==> config.mk <==
export PLATFORM = sky130hd
export DESIGN_NAME = gtnm_scan
export DESIGN_NICKNAME = d
export VERILOG_FILES = /design/src/design/guide_table_nearest_match_unit_defines.svh /design/src/design/gtnm_pkg.sv /design/src/design/gtnm_scan.sv
export SDC_FILE = /design/constraint.sdc
export NUM_CORES = 1
export LEC_CHECK = 0
export ABC_AREA = 1
export BUFFER_PORTS_ARGS = -buffer_cell sky130_fd_sc_hd__buf_2
export CAP_MARGIN = 10
export CORE_MARGIN = 2
export CORE_UTILIZATION = 55
export DETAILED_ROUTE_END_ITERATION = 7
export PLACE_DENSITY_LB_ADDON = 0.15
export SLEW_MARGIN = 20
export SYNTH_ARGS = -nofsm -noshare
export SYNTH_HDL_FRONTEND = slang
export SYNTH_SLANG_ARGS = --single-unit
==> constraint.sdc <==
create_clock -name clk_i -period 3 [get_ports clk_i]
set_input_delay 0.45 -clock clk_i [delete_from_list [all_inputs] [get_ports clk_i]]
set_output_delay 0.45 -clock clk_i [all_outputs]
set_load 0.02 [all_outputs]
==> src/design/guide_table_nearest_match_unit_defines.svh <==
// Assertion macros for the guide table block.
`ifndef GUIDE_TABLE_NEAREST_MATCH_UNIT_DEFINES_SVH
`define GUIDE_TABLE_NEAREST_MATCH_UNIT_DEFINES_SVH

`ifndef SYNTHESIS
`define GTNM_ASSERT(lbl, prop, msg) \
  lbl: assert property (@(posedge clk_i) disable iff (!rst_ni) prop) else $error(msg);
`define GTNM_ASSERT_NEXT(lbl, ante, cons, msg) \
  lbl: assert property (@(posedge clk_i) disable iff (!rst_ni) (ante) |=> (cons)) \
    else $error(msg);
`else
`define GTNM_ASSERT(lbl, prop, msg)
`define GTNM_ASSERT_NEXT(lbl, ante, cons, msg)
`endif

`endif

==> src/design/gtnm_pkg.sv <==
package gtnm_pkg;

  localparam int COORD_W = 32;
  localparam int DIST_W  = COORD_W + 1;
  localparam int TOL_W   = 31;
  localparam int AXIS_W  = 2;
  localparam int FUNC_W  = 3;

  localparam logic [FUNC_W-1:0] FUNC_ADD     = 3'd0;
  localparam logic [FUNC_W-1:0] FUNC_REMOVE  = 3'd1;
  localparam logic [FUNC_W-1:0] FUNC_NEAREST = 3'd2;
  localparam logic [FUNC_W-1:0] FUNC_READ    = 3'd3;
  localparam logic [FUNC_W-1:0] FUNC_CLEAR   = 3'd4;

  localparam logic [AXIS_W-1:0] AXIS_ANGLED = 2'd2;

  typedef enum logic [2:0] {
    ST_IDLE,
    ST_RM_HEAD,
    ST_RM_SHIFT,
    ST_NEAR,
    ST_NEAR_FLUSH,
    ST_NEAR_FIN,
    ST_READ
  } st_e;

  typedef struct packed {
    logic [AXIS_W-1:0]  axis;
    logic [COORD_W-1:0] coord;
    logic [COORD_W-1:0] angle;
    logic [COORD_W-1:0] x;
    logic [COORD_W-1:0] y;
    logic               ray;
  } entry_t;

  typedef struct packed {
    logic clear;
    logic step;
  } scan_ctl_t;

endpackage

==> src/design/gtnm_scan.sv <==
module gtnm_scan #(
  parameter int IDX_W = 7
) (
  input  logic                       clk_i,
  input  logic                       rst_ni,
  input  gtnm_pkg::scan_ctl_t        ctl_i,
  input  logic [1:0]                 query_axis_i,
  input  logic [31:0]                query_coord_i,
  input  logic [30:0]                tol_i,
  input  logic [1:0]                 entry_axis_i,
  input  logic [31:0]                entry_coord_i,
  input  logic [IDX_W-1:0]           entry_idx_i,
  output logic                       found_o,
  output logic [IDX_W-1:0]           best_idx_o
);
  import gtnm_pkg::*;

  logic signed [DIST_W-1:0] s_ext, c_ext, diff_a, diff_b;
  logic [DIST_W-1:0]        abs_d;

  logic                     s1_valid_q;
  logic                     s1_match_q;
  logic [DIST_W-1:0]        s1_dist_q;
  logic [IDX_W-1:0]         s1_idx_q;

  logic                     found_q;
  logic [DIST_W-1:0]        best_d_q;
  logic [IDX_W-1:0]         best_idx_q;
  logic                     take;

  // stage 1: exact distance, one bit wider than the coordinate
  always_comb begin
    s_ext  = {entry_coord_i[COORD_W-1], entry_coord_i};
    c_ext  = {query_coord_i[COORD_W-1], query_coord_i};
    diff_a = s_ext - c_ext;
    diff_b = c_ext - s_ext;
    abs_d  = diff_a[DIST_W-1] ? diff_b : diff_a;
  end

  always_ff @(posedge clk_i or negedge rst_ni) begin
    if (!rst_ni) begin
      s1_valid_q <= 1'b0;
    end else begin
      s1_valid_q <= ctl_i.step & ~ctl_i.clear;
    end
  end

  always_ff @(posedge clk_i) begin
    s1_match_q <= (entry_axis_i == query_axis_i);
    s1_dist_q  <= abs_d;
    s1_idx_q   <= entry_idx_i;
  end

  // stage 2: first in-range entry wins, later only if strictly nearer
  assign take = s1_valid_q & s1_match_q &
                (found_q ? (s1_dist_q < best_d_q) : (s1_dist_q <= best_d_q));

  always_ff @(posedge clk_i or negedge rst_ni) begin
    if (!rst_ni) begin
      found_q <= 1'b0;
    end else if (ctl_i.clear) begin
      found_q <= 1'b0;
    end else if (take) begin
      found_q <= 1'b1;
    end
  end

  always_ff @(posedge clk_i) begin
    if (ctl_i.clear) begin
      best_d_q <= {{(DIST_W-TOL_W){1'b0}}, tol_i};
    end else if (take) begin
      best_d_q   <= s1_dist_q;
      best_idx_q <= s1_idx_q;
    end
  end

  assign found_o    = found_q;
  assign best_idx_o = best_idx_q;

endmodule

==> summary.txt <==
Clock network fraction of total power: 23.3%
Flop pwr share: 35.8%
Die Y: 127.9 µm
Largest net degree at the start of global routing: 35
Slew margin rel.: 60.53%
Synth cell types: 39
Max cap viols: 0
Max VDD drop: 0.2883 mV
Post-synthesis adder-cell area fraction: 14.86%
Via count: 8133
Yosys warns: 0
Comb power frac: 40.8%
CTS tree: done
Post-layout min period: 2.539 ns
Internal Power: 2.605 mW
Die X-Extent: 127.9 µm
1st-iter DRT viols: 643
Area delta synth->final: 11.13%
Hold_ws: 0.2108 ns
Clk pin slew, worst setup/hold paths: 0.06 ns
Hold Vio Cnt, Final: 0
CP required: 3.00 ns
Hold Buf Count CTS: 1
Met1 wire length: 10340 µm
Drt first pass iters: 6
Highest Signal Layer: met4
Post-Syn Instances: 1327
ANT cells: 0
Num CTS Buffers: 9
Drc violations: 0
Final cell count without fillers: 1624
CTS root buffer: clkbuf_16
Syn nets: 1536
Placed insts: 1607
I/O pin total: 118
DRT antenna net count: 0
Multiplexer share of the synthesized area: 0%
Net Sw Power: 1.643 mW
Worst Tran Pin Value: 0.5899 ns
Setup Crit Path Kind: reg -> reg
Switching share of power: 38.68%
Core Box Area: 15090 µm²
Max frequency: 393.8 MHz
Synth Area in Compound Gates: 7.961%
Setup crit end kind: register
Clk_skew: 0.004689 ns
Initial antenna violation count: 0
Post-synthesis area per instance: 6.360 µm²
WL met3: 1248 µm
Async SR Flop Fraction: 2.410%
Post-Synth Simple-Gate Area: 35.86%
GPL Wtd Cong: 1.019
Leak Pwr: 5.643 nW
Status: finished clean
Period utilisation layout: 84.65%
Max-slew violations: 0
First-pass GRT wire length: 35360 µm
WL/cell: 13.48 µm
Worst Path Max Fanout: 27
Wire length on met2: 9762 µm
GRT Total Usage: 27.28%
Quantity of gates resized following cts: 0
Post-CTS Setup Repair Bufs: 0
DP HPWL: 18820 µm
Seq/Total Area, Yosys: 24.31%
Nets: 1640
Cell Pwr Density: 452.9 nW/µm²
CP arrival: 2.54 ns
Seq cells post-synth: 83
Startpoint Class: register
Synth Cell Area: 8439 µm²
Setup violators final: 0
Post-synth EDFFs: 38
Max clock buf depth: 2
Grt ovf: 0
Sum Neg Setup Slack: 0 ns
HP Class: in -> reg
Main combinational cell family by area after synthesis: simple AND/OR/NAND/NOR gates
Final wirelength: 21890 µm
Vias in the first global route: 7511
CTS sink count: 83
Clock latency on the worst-skew pair: 0.34 ns
H-tree levels: 3
Num rows: 45
Port buffer count: 117
Starting Density: 55.93%
Main flop type after synthesis: dfxtp_1
Post-synthesis xor/xnor area fraction: 3.529%
Vias per inst: 5.008
Layout cells sized above 1: 13.79%
Die Area: 16350 µm²
RSZ-0062 raised after global routing: false
==> layout by cell type, fill, tap and decap left out, types with 2 or more instances in the layout <==
| cell | instances |
|---|---|
| dfrtp_1 | 2 |
| o21ai_0 | 27 |
| nand2_1 | 532 |
| nor2_4 | 4 |
| nor3_1 | 3 |
| clkinv_2 | 2 |
| inv_1 | 239 |
| buf_2 | 117 |
| edfxtp_1 | 38 |
| a21oi_2 | 5 |
| dfxtp_1 | 43 |
| inv_4 | 2 |
| nand3_2 | 2 |
| nor2_2 | 4 |
| xor2_1 | 33 |
| o21bai_1 | 8 |
| a21oi_1 | 76 |
| clkinv_1 | 2 |
| nand3_1 | 48 |
| nand2_4 | 14 |
| fa_1 | 2 |
| nand2_2 | 23 |
| inv_2 | 7 |
| buf_4 | 4 |
| nor2_1 | 61 |
| o211ai_1 | 3 |
| clkbuf_16 | 9 |
| ha_1 | 97 |
| nand4_1 | 15 |
| a21o_1 | 2 |
==> synthesized netlist by cell type (all sizes together) (2+ instances only) <==
library cell / count / share of area [%]
nand2: 570 / 27
inv: 246 / 11
ha: 97 / 14
a21oi: 81 / 5.0
nor2: 70 / 3.8
nand3: 50 / 3.1
dfxtp: 43 / 10
edfxtp: 38 / 14
xor2: 33 / 3.4
o21ai: 27 / 1.6
buf: 21 / 2.1
nand4: 15 / 1.1
clkbuf: 9 / 0.43
o21bai: 8 / 0.71
nor3: 3 / 0.18
o211ai: 3 / 0.27
a21o: 2 / 0.18
dfrtp: 2 / 0.59
fa: 2 / 0.47
==> registers in the layout, indices dropped and copies added, names as in the netlist <==
register / count
best_d_q: 33
s1_dist_q: 33
found_o: 1
s1_idx_q: 7
best_idx_o: 7
s1_valid_q: 1
s1_match_q: 1
==> metrics by stage <==
stage | power (mW) | setup WS [ns] | cell area, µm² | utilization (%)
after floorplan | 2.785 | 0.5711 | 8439 | -
after global placement | 3.227 | 0.4078 | 9100 | 60.31
after detailed placement | 3.256 | 0.3714 | 9100 | 60.31
after CTS | 4.257 | 0.4567 | 9379 | 62.16
after global routing | 4.579 | 0.2672 | 9379 | 62.16
final | 4.248 | 0.4605 | 9379 | 62.16
==> power by group through the flow <==
stage	Sequential, mW	Clock [mW]	Combinational, mW
global route	1.54	1.05	1.99
CTS	1.52	1.01	1.73
detailed placement	1.54	0	1.71
floorplan	1.49	0	1.29
global placement	1.53	0	1.69
finish	1.52	0.990	1.74
==> area by class of cell <==
class                           instances  area, µm²
Fill cell                            1526       5710
Clock inverter                          5      26.28
Timing Repair Buffer                  123      645.6
Sequential cell                        83       2052
Multi-Input combinational cell        967       5250
Clock buffer                           11      242.7
Tap cell                              188      235.2
Inverter                              247      927.1
==> worst paths after layout <==
kind | depth (start not counted) | end | from | slack, ns
worst max-delay path | 11 | best_d_q[18] | best_d_q[8] | 0.46
worst min-delay path | 1 | s1_idx_q[1] | entry_idx_i[1] | 0.21
worst max register to register | 11 | best_d_q[18] | best_d_q[8] | 0.46
worst min register to register | 0 | best_idx_o[6] | s1_idx_q[6] | 0.40
max in group asynchronous | 2 | found_o | rst_ni | 2.48
min in group asynchronous | 2 | s1_valid_q | rst_ni | 0.42
==> routing by layer <==
metal	track usage, %	vias up
met5	0	-
met4	8.468	0
met3	2.629	37
met2	45.20	271
met1	37.69	3573
li1	-	4252
==> critical path, stage by stage (launching register included) <==
cell and delay, ns:
edfxtp_1 0.32, inv_1 0.04, ha_1 0.28, nand2_1 0.06, nor2_1 0.23, nand4_1 0.15, nor3_1 0.19, nand3_1 0.09
nand2_1 0.12, nand2_1 0.14, nand2_1 0.19, buf_4 0.37
==> cells by family after synthesis <==
| logic type | count (synthesis) |
|---|---|
| flip-flops | 83 |
| AND/OR/NAND/NOR | 711 |
| buffers and inverters | 277 |
| XOR/XNOR | 34 |
| adder cells (fa/ha/maj) | 99 |
| AO/OA/AOI/OAI | 123 |
(Power assumes the default switching activity.)
